$ cat src/lcgrb_pkg.sv
`default_nettype none

package lcgrb_pkg;

  typedef enum logic [2:0] {
    CMD_BYTE         = 3'd0,
    CMD_BYTE_LIMITED = 3'd1,
    CMD_WORD         = 3'd2,
    CMD_WORD_LIMITED = 3'd3,
    CMD_WHEEL_INDEX  = 3'd4
  } cmd_e;

  typedef enum logic [2:0] {
    ST_IDLE,
    ST_DRAW,
    ST_EVAL,
    ST_SCALE_MUL,
    ST_SCALE_TAKE,
    ST_DONE
  } state_e;

  localparam logic [15:0] MulConst     = 16'd2053;
  localparam logic [15:0] AddConst     = 16'd13849;
  localparam logic [7:0]  WheelSpan    = 8'd255;
  localparam logic [7:0]  WheelMinDist = 8'd42;

  // operands for the shared multiply-add unit
  typedef struct packed {
    logic        en;
    logic [15:0] a;
    logic [15:0] b;
    logic [15:0] c;
  } mac_req_t;

endpackage

`default_nettype wire

$ cat src/lcgrb_mac.sv
`default_nettype none

module lcgrb_mac (
  input  wire logic                clk_i,
  input  wire lcgrb_pkg::mac_req_t req_i,
  output logic [31:0]              p_o
);

  logic [31:0] prod;
  logic [31:0] sum;
  logic [31:0] p_q;

  assign prod = {16'h0000, req_i.a} * {16'h0000, req_i.b};
  // cannot overflow: 65535*65535 + 65535 < 2**32
  assign sum  = prod + {16'h0000, req_i.c};

  always_ff @(posedge clk_i) begin
    if (req_i.en) begin
      p_q <= sum;
    end
  end

  assign p_o = p_q;

endmodule

`default_nettype wire

$ cat src/lcg_random_byte_unit.sv
// lcg_random_byte_unit: random values from a 16-bit linear congruential
// generator (seed = seed*2053 + 13849, byte = low byte of seed + high byte).
// Input channel s_axis carries one request: command, limit and wheel
// position. Output channel m_axis returns exactly one 16-bit value for each
// request, in order. Commands: byte, byte scaled by limit, word (first draw
// is the high byte), word scaled by limit, and wheel index (draws repeat
// until the byte is at least 42 steps from the position on a 255 wheel).
// All multiplications run through one registered 16x16 multiply-add unit
// under a small sequencer, so the block takes one request at a time. Unused
// command codes skip the draw and return value 0. The block is ready for the
// next request in the same cycle that the result turns valid. Each draw is a
// multiply-add step followed by an evaluate step; each scaling adds a
// multiply step and a take step. A finished result sits in an output
// register; the next request is taken while it waits, and a stalled receiver
// only holds the sequencer in its final step until the register frees. Reset
// clears the seed to zero and empties the output register.
`default_nettype none

module lcg_random_byte_unit (
  input  wire logic        clk_i,
  input  wire logic        rst_ni,
  input  wire logic        s_axis_tvalid_i,
  output logic             s_axis_tready_o,
  // [2:0] command, [18:3] limit, [26:19] position, [31:27] zero
  input  wire logic [31:0] s_axis_tdata_i,
  output logic             m_axis_tvalid_o,
  input  wire logic        m_axis_tready_i,
  // [15:0] value
  output logic [15:0]      m_axis_tdata_o
);

  lcgrb_pkg::state_e   state_q, state_d;
  logic [2:0]          cmd_q, cmd_d;
  logic [15:0]         lim_q, lim_d;
  logic [7:0]          pos_q, pos_d;
  logic [15:0]         seed_q, seed_d;
  logic [7:0]          hi_q, hi_d;
  logic                half_q, half_d;
  logic [15:0]         res_q, res_d;
  logic                out_valid_q, out_valid_d;
  logic [15:0]         out_data_q, out_data_d;
  logic                out_load;

  lcgrb_pkg::mac_req_t mac_req;
  logic [31:0]         mac_p;
  logic [7:0]          draw_b;
  logic [7:0]          dist_x;
  logic [7:0]          dist_y;
  logic [7:0]          wheel_dist;
  logic                is_byte_lim;

  lcgrb_mac u_mac (
    .clk_i (clk_i),
    .req_i (mac_req),
    .p_o   (mac_p)
  );

  assign draw_b      = mac_p[7:0] + mac_p[15:8];
  assign dist_x      = (pos_q >= draw_b) ? (pos_q - draw_b) : (draw_b - pos_q);
  assign dist_y      = lcgrb_pkg::WheelSpan - dist_x;
  assign wheel_dist  = (dist_x < dist_y) ? dist_x : dist_y;
  assign is_byte_lim = (cmd_q == lcgrb_pkg::CMD_BYTE_LIMITED);

  always_comb begin
    state_d  = state_q;
    cmd_d    = cmd_q;
    lim_d    = lim_q;
    pos_d    = pos_q;
    seed_d   = seed_q;
    hi_d     = hi_q;
    half_d   = half_q;
    res_d    = res_q;
    out_load = 1'b0;
    mac_req  = '{en: 1'b0, a: seed_q, b: lcgrb_pkg::MulConst, c: lcgrb_pkg::AddConst};

    case (state_q)
      lcgrb_pkg::ST_IDLE: begin
        if (s_axis_tvalid_i) begin
          cmd_d  = s_axis_tdata_i[2:0];
          lim_d  = s_axis_tdata_i[18:3];
          pos_d  = s_axis_tdata_i[26:19];
          half_d = 1'b0;
          if (s_axis_tdata_i[2:0] inside {lcgrb_pkg::CMD_BYTE, lcgrb_pkg::CMD_BYTE_LIMITED,
                                          lcgrb_pkg::CMD_WORD, lcgrb_pkg::CMD_WORD_LIMITED,
                                          lcgrb_pkg::CMD_WHEEL_INDEX}) begin
            state_d = lcgrb_pkg::ST_DRAW;
          end else begin
            // unused code: no draw, value zero
            res_d   = 16'h0000;
            state_d = lcgrb_pkg::ST_DONE;
          end
        end
      end
      lcgrb_pkg::ST_DRAW: begin
        mac_req.en = 1'b1;
        state_d    = lcgrb_pkg::ST_EVAL;
      end
      lcgrb_pkg::ST_EVAL: begin
        seed_d = mac_p[15:0];
        case (cmd_q)
          lcgrb_pkg::CMD_BYTE: begin
            res_d   = {8'h00, draw_b};
            state_d = lcgrb_pkg::ST_DONE;
          end
          lcgrb_pkg::CMD_BYTE_LIMITED: begin
            res_d   = {8'h00, draw_b};
            state_d = lcgrb_pkg::ST_SCALE_MUL;
          end
          lcgrb_pkg::CMD_WORD, lcgrb_pkg::CMD_WORD_LIMITED: begin
            if (!half_q) begin
              hi_d    = draw_b;
              half_d  = 1'b1;
              state_d = lcgrb_pkg::ST_DRAW;
            end else begin
              res_d   = {hi_q, draw_b};
              state_d = (cmd_q == lcgrb_pkg::CMD_WORD) ? lcgrb_pkg::ST_DONE
                                                       : lcgrb_pkg::ST_SCALE_MUL;
            end
          end
          lcgrb_pkg::CMD_WHEEL_INDEX: begin
            // full-period generator: a qualifying byte always turns up
            if (wheel_dist >= lcgrb_pkg::WheelMinDist) begin
              res_d   = {8'h00, draw_b};
              state_d = lcgrb_pkg::ST_DONE;
            end else begin
              state_d = lcgrb_pkg::ST_DRAW;
            end
          end
          default: begin
            res_d   = 16'h0000;
            state_d = lcgrb_pkg::ST_DONE;
          end
        endcase
      end
      lcgrb_pkg::ST_SCALE_MUL: begin
        mac_req = '{en: 1'b1, a: res_q,
                    b: is_byte_lim ? {8'h00, lim_q[7:0]} : lim_q, c: 16'h0000};
        state_d = lcgrb_pkg::ST_SCALE_TAKE;
      end
      lcgrb_pkg::ST_SCALE_TAKE: begin
        res_d   = is_byte_lim ? {8'h00, mac_p[15:8]} : mac_p[31:16];
        state_d = lcgrb_pkg::ST_DONE;
      end
      lcgrb_pkg::ST_DONE: begin
        if (!out_valid_q || m_axis_tready_i) begin
          out_load = 1'b1;
          state_d  = lcgrb_pkg::ST_IDLE;
        end
      end
      default: begin
        state_d = lcgrb_pkg::ST_IDLE;
      end
    endcase
  end

  always_comb begin
    out_data_d = out_load ? res_q : out_data_q;
    if (out_load) begin
      out_valid_d = 1'b1;
    end else if (m_axis_tready_i) begin
      out_valid_d = 1'b0;
    end else begin
      out_valid_d = out_valid_q;
    end
  end

  always_ff @(posedge clk_i or negedge rst_ni) begin
    if (!rst_ni) begin
      state_q     <= lcgrb_pkg::ST_IDLE;
      seed_q      <= 16'h0000;
      half_q      <= 1'b0;
      out_valid_q <= 1'b0;
    end else begin
      state_q     <= state_d;
      seed_q      <= seed_d;
      half_q      <= half_d;
      out_valid_q <= out_valid_d;
    end
  end

  always_ff @(posedge clk_i) begin
    cmd_q      <= cmd_d;
    lim_q      <= lim_d;
    pos_q      <= pos_d;
    hi_q       <= hi_d;
    res_q      <= res_d;
    out_data_q <= out_data_d;
  end

  assign s_axis_tready_o = (state_q == lcgrb_pkg::ST_IDLE);
  assign m_axis_tvalid_o = out_valid_q;
  assign m_axis_tdata_o  = out_data_q;

`ifndef NO_ASSERTIONS
  a_eval_after_draw: assert property (@(posedge clk_i) disable iff (!rst_ni)
    (state_q == lcgrb_pkg::ST_EVAL) |-> ($past(state_q) == lcgrb_pkg::ST_DRAW))
    else $error("evaluate step without a preceding multiply-add");

  a_load_from_done: assert property (@(posedge clk_i) disable iff (!rst_ni)
    $rose(out_valid_q) |-> ($past(state_q) == lcgrb_pkg::ST_DONE))
    else $error("output register loaded outside the final step");

  a_scale_cmd: assert property (@(posedge clk_i) disable iff (!rst_ni)
    (state_q == lcgrb_pkg::ST_SCALE_TAKE) |->
      (cmd_q == lcgrb_pkg::CMD_BYTE_LIMITED || cmd_q == lcgrb_pkg::CMD_WORD_LIMITED))
    else $error("scaling step for a command without a limit");

  a_seed_only_on_eval: assert property (@(posedge clk_i) disable iff (!rst_ni)
    (state_q != lcgrb_pkg::ST_EVAL) |=> $stable(seed_q))
    else $error("seed changed outside a draw");
`endif

endmodule

`default_nettype wire
$ cat config.mk
export PLATFORM = sky130hd
export DESIGN_NAME = lcg_random_byte_unit
export DESIGN_NICKNAME = d
export VERILOG_FILES = /design/src/lcgrb_pkg.sv /design/src/lcgrb_mac.sv /design/src/lcg_random_byte_unit.sv
export SDC_FILE = /design/constraint.sdc
export NUM_CORES = 1
export LEC_CHECK = 0
export ABC_AREA = 1
export BUFFER_PORTS_ARGS = -buffer_cell sky130_fd_sc_hd__buf_2
export CORE_UTILIZATION = 55
export DETAILED_ROUTE_END_ITERATION = 6
export PLACE_DENSITY = 0.82
export REMOVE_ABC_BUFFERS = 1
export SLEW_MARGIN = 20
export SYNTH_ARGS = -nofsm -noshare
export SYNTH_HDL_FRONTEND = slang
export SYNTH_SLANG_ARGS = --single-unit
$ cat constraint.sdc
create_clock -name clk_i -period 9.05 [get_ports clk_i]
set_input_delay 1.81 -clock clk_i [delete_from_list [all_inputs] [get_ports clk_i]]
set_output_delay 1.81 -clock clk_i [all_outputs]
set_load 0.1 [all_outputs]
# Yosys cells after proc, flatten, opt, wreduce, memory -nomap -nowiden
# Cells that the tools add are included.
[totals]
input_bits = 36
memories = 0
ramBits = 0
latch_bits = 0
register_bits = 120
rom_bits = 0
[classes]
shifts = 0
n_mul = 1
bitwise = 1
n_eq_ne = 19
n_div = 0
n_lt_le_gt_ge = 3
muxes = 27
n_reduce_logical = 17
add_sub_neg = 5
[op_table]
columns = ["cell", "count"]
rows = [
  ["$mux W16", 6],
  ["$pmux W16 S3", 2],
  ["$mux W48", 1],
  ["$add A32 B16 Y32", 1],
  ["$mul A16 B16 Y32", 1],
  ["$eq A3 B2 Y1 const B", 6],
  ["$mux W3", 6],
  ["$pmux W3 S6", 1],
  ["$mux W8", 2],
  ["$sub A8 B8 Y8", 2],
  ["$eq A3 B3 Y1 const B", 4],
  ["$eq A3 B1 Y1 const B", 3],
  ["$logic_not A3 Y1", 3],
  ["$pmux W3 S3", 1],
  ["$add A8 B8 Y8", 1],
  ["$ge A8 B6 Y1 const B", 1],
  ["$ge A8 B8 Y1", 1],
  ["$lt A8 B8 Y1", 1],
  ["$sub A8 B8 Y8 const A", 1],
  ["$mux W1", 7],
  ["$ne A2 B2 Y1 const B", 3],
  ["$ne A3 B3 Y1 const B", 2],
  ["$reduce_and A3 Y1", 2],
  ["$reduce_or A2 Y1", 3],
  ["10 further kinds", 12],
]

# Depth between registers and ports, before layout
# Gate-level depths: netlist of the first run.
[depth]
word_depth = 10
mapped_depth = 32
depth_no_buf = 30

# Hierarchy
# A second synthesis of the first run with hierarchy kept.
[hier_totals]
hier_cells = 1999
area_unflattened_um2 = 15796.4
[by_module_without_submodules]
columns = ["module", "cells_each", "seq_area_each_um2", "n_inst", "area_each_um2"]
rows = [
  ["lcgrb_mac", 1459, 960.9, 1, 10971.8],
  ["lcg_random_byte_unit", 540, 2537.4, 1, 4824.6],
]

# Worst setup path before layout of the first run
# Ideal clock, no wire load.
[synth_path]
kind = "flip-flop to flip-flop"
startpoint = "reg state_q[2]"
endpoint = "reg u_mac.p_q[23], in the netlist u_mac.p_o[23] (data pin)"
arrival_time_ps = 7366
path_stages_with_launch = 30
path_slack_ps = 1426
t_required_ps = 8792
setup_ps = 258
synth_period_minus_slack_ps = 7624
n_path_buf = 3
cell_sequence = "dfrtp_1 -> nor2_1 -> nand2_1 -> buf_2 -> buf_2 -> nor2_1 -> buf_2 -> nand2_1 -> fa_1 -> inv_1 -> fa_1 -> inv_1 -> fa_1 -> inv_1 -> fa_1 -> fa_1 -> inv_1 -> fa_1 -> inv_1 -> ha_1 -> a21oi_1 -> inv_1 -> a21oi_1 -> o21ai_0 -> a21oi_2 -> inv_1 -> a21oi_2 -> nor2_1 -> nor2_1 -> xnor2_1"
[synth_via]
elab_chain_len = 4
[synth_rtl]
columns = ["item", "line", "rtl"]
rows = [
  ["start, declared", "lcg_random_byte_unit.sv:32", "lcgrb_pkg::state_e state_q, state_d;"],
  ["start signal, assigned", "lcg_random_byte_unit.sv:169", "state_q <= lcgrb_pkg::ST_IDLE;"],
  ["start signal, assigned", "lcg_random_byte_unit.sv:174", "state_q <= state_d;"],
  ["$eq A3 B2 Y1 *", "lcg_random_byte_unit.sv:76", "case (state_q)"],
  ["$mux W48 *", "lcg_random_byte_unit.sv:76", ""],
  ["$mul A16 B16 Y32", "lcgrb_mac.sv:13", "assign prod = {16'h0000, req_i.a} * {16'h0000, req_i.b};"],
  ["$add A32 B16 Y32 *", "lcgrb_mac.sv:15", "assign sum = prod + {16'h0000, req_i.c};"],
  ["named net u_mac.sum[23]", "lcgrb_mac.sv:10", "logic [31:0] sum;"],
  ["end signal, assigned", "lcgrb_mac.sv:19", "p_q <= sum;"],
  ["end, declared", "lcgrb_mac.sv:11", "logic [31:0] p_q;"],
]
# Mark *: on every way through the listed nets, which the timed path passes. The rest lies on a longest branch.
# A chain may end at the register's enable or synchronous reset.

# Worst setup path in the final report of the first run
[layout_path]
startpoint = "reg state_q[2]"
endpoint = "reg u_mac.p_q[31], in the netlist u_mac.p_o[31] (data pin)"
# The elaborated chain is that of the path after synthesis.

==> results of run 1 <==
## routing by layer
layer / track usage / vias to the layer above / routed length (um)
met2: 0.487 / 616 / 17800
met3: 0.0710 / 141 / 3860
met5: 0 / - / 0
met1: 0.399 / 5494 / 14600
met4: 0.134 / 0 / 1860
li1: - / 4963 / -
## metrics by stage
| stage | cell area (um^2) | instances | util | hold WS (ps) |
|---|---|---|---|---|
| final | 15400 | 1993 | 0.611 | 478 |
| after global routing | 15400 | 1993 | 0.611 | 507 |
| after CTS | 15400 | 1993 | 0.611 | 479 |
| after detailed placement | 14900 | 1961 | 0.588 | 463 |
| after global placement | 14900 | 1961 | 0.588 | 456 |
| after floorplan | 14100 | 1570 | - | 442 |
## worst max path at each step
stage                    start       endpoint  slack [ps]  cells past startpoint
floorplan           state_q[2]  u_mac.p_o[23]          90                     28
global placement    state_q[2]  u_mac.p_o[29]        1190                     29
detailed placement  state_q[2]  u_mac.p_o[31]         990                     30
CTS                 state_q[2]  u_mac.p_o[31]         960                     30
global route        state_q[2]  u_mac.p_o[31]         410                     30
finish              state_q[2]  u_mac.p_o[31]         690                     30
## registers in the layout (all words and copies together) (netlist names)
name             flops
u_mac.p_o           32
lim_q               16
m_axis_tdata_o      16
res_q               16
seed_q              16
hi_q                 8
pos_q                8
cmd_q                3
state_q              3
half_q               1
m_axis_tvalid_o      1
## layout by cell type, fill, tap and decap left out, types with 3 or more instances in the layout
master / netlist / layout
dfrtp_1: 21 / 21
clkbuf_16: 0 / 17
fa_1: 204 / 204
a21oi_2: 4 / 4
inv_1: 379 / 379
buf_4: 1 / 13
edfxtp_1: 99 / 99
nand2_1: 307 / 307
nand2_2: 9 / 9
o21ai_1: 8 / 8
o21ai_0: 38 / 38
a32o_1: 8 / 8
clkinv_1: 6 / 6
a21oi_1: 56 / 56
nor3_1: 4 / 4
ha_1: 133 / 133
inv_2: 3 / 3
buf_2: 9 / 48
inv_6: 0 / 4
nor2_1: 171 / 169
nor4_1: 4 / 4
clkinvlp_4: 0 / 3
xor2_1: 25 / 25
o22ai_1: 7 / 7
xnor2_1: 18 / 18
nor2_2: 6 / 8
o21a_1: 3 / 3
a21o_1: 5 / 5
nand3_1: 31 / 31
## critical path, delay by kind of cell, from the launching register on
family / cells / cell delay [ps]
AO/OA/AOI/OAI: 1 / 340
XOR/XNOR: 1 / 80
adder cells (fa/ha/maj): 7 / 3330
buffers and inverters: 9 / 2080
flip-flops: 1 / 440
AND/OR/NAND/NOR: 12 / 1780
## final cells by class
| class | instances | area, um^2 |
|---|---|---|
| multi-input combinational | 1062 | 9150 |
| fill | 2069 | 9810 |
| timing repair buffer | 61 | 338 |
| clock inverter | 13 | 145 |
| inverter | 388 | 1460 |
| sequential | 120 | 3500 |
| clock buffer | 19 | 443 |
| tap | 330 | 413 |
## kinds of logic (layout without fill, tap and decap cells)
kind of cell | Yosys count | after routing
and+or+nand+nor | 543 | 543
buffers and inverters | 406 | 481
adders and majority gates | 337 | 337
AOI/OAI and AO/OA | 139 | 139
DFF | 120 | 120
xor gates and xnor gates | 43 | 43
==> flow_summary_export.csv, run 1 <==
group,metric,value,unit
logic_synthesis,synth.cell_area,0.0142,mm^2
clocking,root_buffer,"clkbuf_16",
sta,finalSetupTns,0,ps
clocking,cts.path.max_buffers,2,
logic_synthesis,yosys_warnings,0,
grt,grt_antenna_before_repair,0,
clocking,cts_max_level,4,
floorplan,num_rows,58,
logic_synthesis,synth_top_family_by_area,"adder cells",
grt,grt_max_degree,35,
setup_path,reg2reg_slack,690,ps
logic_synthesis,synthSimpleGateAreaFrac,0.154,
clocking,insertion_delay,420,ps
sta,finalCritPeriodShare,0.923,
grt,grt_first_pass_wirelength,60.0,mm
clocking,cts_tree,"built",
setup_path,slowest_delay,670,ps
setup_path,timing.rr.start,"state_q[2]",
sta,tightest_slew,1220,ps
sta,rsz0062_at_grt,"no",
clocking,post_cts_buffers,0,
worst_hold_path,min-delay-start,"seed_q[11]",
logic_synthesis,synth-seq-area-share,0.247,
setup_path,arrival,8510,ps
setup_path,cp_slowest_cell,"inv_1",
sta,finalSetupViolCount,0,
cells_and_area,drive_gt1_frac,0.0776,
grt,grt_pass1_vias,11400,
setup_path,cp_max_fo,33,
place,io_buffers,48,
logic_synthesis,synth.distinct_cells,42,
logic_synthesis,synth_area_leaders,"fa_1 29%, edfxtp_1 21%, ha_1 12%",
outcome,status,"complete, no violations",
sta,slew_violations,0,
grt,overflow,0,
floorplan,design.die.area,0.0264,mm^2
worst_hold_path,min_path_type,"flip-flop to flip-flop",
logic_synthesis,muxShareOfSynthArea,0,
floorplan,die_w,163,um
routing,drtIter0Drc,1409,
routing,vias,11200,
grt,track_usage,0.305,
cells_and_area,area_growth,8.89,%
setup_path,start_kind,"flip-flop",
sta,finalHoldViolCount,0,
sta,max_freq,120,MHz
logic_synthesis,synth_common_cells,"379 x inv_1, 307 x nand2_1, 204 x fa_1",
setup_path,worstPathRequired,9210,ps
logic_synthesis,yosysMostFrequentCell,"inv_1",
place,globalplace.congestion,1.02,
worst_hold_path,hold_path_end,"seed_q[11]",
routing,first_pass_iters,6,
sta,slew_headroom,0.179,
setup_path,ff2ff_path_depth,30,
sta,fin_ws,694,ps
floorplan,initial_utilization,0.561,
place,post-place-ws,991,ps
floorplan,die_y,163,um
clocking,clock_sink_count,120,
sta,period_minus_slack,8360,ps
setup_path,crit_type,"flip-flop to flip-flop",
setup_path,cpMostUsedCell,"inv_1",
clocking,post_cts_resized,0,
logic_synthesis,netlist.area_leader.share,0.288,
logic_synthesis,synthFlopType,"edfxtp_1",
logic_synthesis,synth-compound-area-share,0.0587,
logic_synthesis,synth_top_area_cell,"fa_1",
routing,routedWlPerCell,19.1,um
place,hpwl,30.4,mm
sta,finClkSkew,8.59,ps
floorplan,ios,54,
logic_synthesis,synth_cells,1588,
clocking,cts_buffers,17,
setup_path,cp-end-kind,"flip-flop",
logic_synthesis,ys_async_sr_fraction,0.175,
floorplan,core_area,0.0253,mm^2
setup_path,worstReg2RegEnd,"u_mac.p_o[31]",
logic_synthesis,avgSynthCellArea,8.93,um^2
logic_synthesis,synth_fa_ha_area_frac,0.405,
clocking,clkTransAtPathRegs,60,ps
logic_synthesis,ys_ff_latch,120,
routing,drtAntennaViolNets,0,
cells_and_area,layout.nets,2023,
logic_synthesis,synth_xor_area_frac,0.0266,
clocking,postCtsHoldBufs,0,
logic_synthesis,synth-edff-count,99,
cells_and_area,antennaDiodeCount,0,
worst_hold_path,hold_depth,2,
routing,wl,38.1,mm
routing,route.detailed.drc,0,
routing,avgViaCountPerCell,5.63,
flow_run,cap_violations,0,
Power of run 1 is left out: the tool's default activity adds up to more than one toggle a clock period on the data nets, which glitch-free logic cannot reach.
==> inputs of run 2 (changes only) <==
--- a/config.mk
+++ b/config.mk
@@ -7,7 +7,9 @@
 export LEC_CHECK = 0
 export ABC_AREA = 1
 export BUFFER_PORTS_ARGS = -buffer_cell sky130_fd_sc_hd__buf_2
+export CAP_MARGIN = 20
 export CORE_UTILIZATION = 55
+export CTS_BUF_LIST = sky130_fd_sc_hd__clkbuf_8
 export DETAILED_ROUTE_END_ITERATION = 6
 export PLACE_DENSITY = 0.82
 export REMOVE_ABC_BUFFERS = 1
==> run 2 against run 1 <==
Compared with the run above: fmax down 0.27%; core utilization down 0.75 points; sequential cell count unchanged; die area unchanged; via count down 0.91%; clock skew up 2.0 ps; highest routed layer unchanged.
==> flow_summary_export.csv, run 2 (synthesized netlist as in run 1, its figures left out) <==
group,metric,value,unit
setup_path,reg2reg_slack,670,ps
sta,rsz0062_at_grt,"no",
clocking,cts_max_level,4,
cells_and_area,n_fill_cell,2112,
floorplan,initial_utilization,0.561,
clocking,post_cts_resized,0,
clocking,cts_tree,"built",
cells_and_area,drive_gt1_frac,0.0776,
sta,max_freq,119,MHz
grt,overflow,0,
grt,grt_antenna_before_repair,0,
sta,tightest_slew,1240,ps
floorplan,design.die.area,0.0264,mm^2
sta,finalHoldViolCount,0,
cells_and_area,final_cell_mix,"380 x inv_1, 307 x nand2_1, 204 x fa_1",
place,place_area,0.0149,mm^2
cells_and_area,largest_reg_flops,32,
clocking,postCtsHoldBufs,0,
cells_and_area,multi_input_area,0.00915,mm^2
clocking,post_cts_buffers,0,
routing,vias,11100,
sta,finalSetupViolCount,0,
setup_path,cp_max_fo,33,
floorplan,die_y,163,um
cells_and_area,fin_area,0.0153,mm^2
sta,period_minus_slack,8380,ps
clocking,clock_sink_count,120,
routing,avgViaCountPerCell,5.57,
cells_and_area,regArea,0.00350,mm^2
sta,finalSetupTns,0,ps
clocking,root_buffer,"clkbuf_8",
cells_and_area,layout.cells.most_common,"inv_1",
cells_and_area,area_growth,7.56,%
sta,slew_violations,0,
routing,drtIter0Drc,1242,
setup_path,arrival,8570,ps
place,hpwl,30.4,mm
floorplan,ios,54,
floorplan,core_area,0.0253,mm^2
flow_run,cap_violations,0,
grt,grt_max_degree,35,
setup_path,cp-end-kind,"flip-flop",
routing,wl,37.6,mm
setup_path,worstPathRequired,9240,ps
floorplan,die_w,163,um
clocking,cts_buffers,17,
grt,track_usage,0.302,
worst_hold_path,min_path_type,"flip-flop to flip-flop",
routing,route.detailed.drc,0,
place,io_buffers,48,
outcome,status,"complete, no violations",
setup_path,crit_type,"flip-flop to flip-flop",
sta,finClkSkew,10.6,ps
grt,grt_first_pass_wirelength,59.3,mm
sta,finalCritPeriodShare,0.926,
clocking,clkTransAtPathRegs,80,ps
clocking,insertion_delay,450,ps
grt,grt_pass1_vias,11300,
routing,routedWlPerCell,18.9,um
sta,slew_headroom,0.165,
setup_path,start_kind,"flip-flop",
cells_and_area,layout.nets,2023,
place,globalplace.congestion,1.02,
routing,drtAntennaViolNets,0,
routing,first_pass_iters,6,
clocking,cts.path.max_buffers,2,
floorplan,num_rows,58,
[run 2: cell count changes in the layout (fill, tap and decap cells not counted), sizes merged]
cell | previous run | this run
diode | 0 | 1
inv | 386 | 387
clkbuf | 19 | 18
[run 2: worst max-delay path, cell delays in order (launching register included)]
cell and delay, ps:
dfrtp_1 440, nor2_2 130, buf_4 400, nand2_1 150
inv_1 670, nand3_1 540, inv_1 650, nand2_1 180
fa_1 530, fa_1 520, inv_1 60, fa_1 580
fa_1 440, fa_1 490, inv_1 50, fa_1 520
inv_1 50, ha_1 330, a21oi_1 220, a21boi_0 440
o21ai_0 210, nand2_1 100, nand3_1 120, nand2_1 80
nand2_1 60, xor2_1 140
[run 2: through the flow]
stage,setup slack [ps],instances,utilization,hold WS (ps)
floorplan,94.9,1570,-,442
global placement,1190,1961,0.588,456
detailed placement,991,1961,0.588,463
CTS,955,1993,0.604,483
global route,393,1993,0.604,512
finish,671,1994,0.604,485
[run 2: per-layer routing]
layer  global-route usage  vias up  share of wire
met3               0.0670      143           0.10
met5                    0        -              0
met2                0.485      631           0.46
li1                     -     4970              -
met4                0.127        0          0.049
met1                0.396     5368           0.38
[run 2: path summary, 6_finish.rpt]
path	depth (start not counted)	end	from
max in group asynchronous	1	seed_q[11]	rst_ni
max reg2reg	25	u_mac.p_o[28]	state_q[2]
min in group asynchronous	1	state_q[1]	rst_ni
min reg2reg	2	seed_q[11]	seed_q[11]
min	2	seed_q[11]	seed_q[11]
max	25	u_mac.p_o[28]	state_q[2]
[run 2: layout make-up]
class	count	share of cell area
multi-input combinational	1062	0.600
sequential	120	0.229
inverter	388	0.0955
tap	330	0.0271
timing repair buffer	61	0.0221
clock buffer	18	0.0162
clock inverter	14	0.00976
antenna	1	0.000164
Power of run 2 is left out for the same reason.
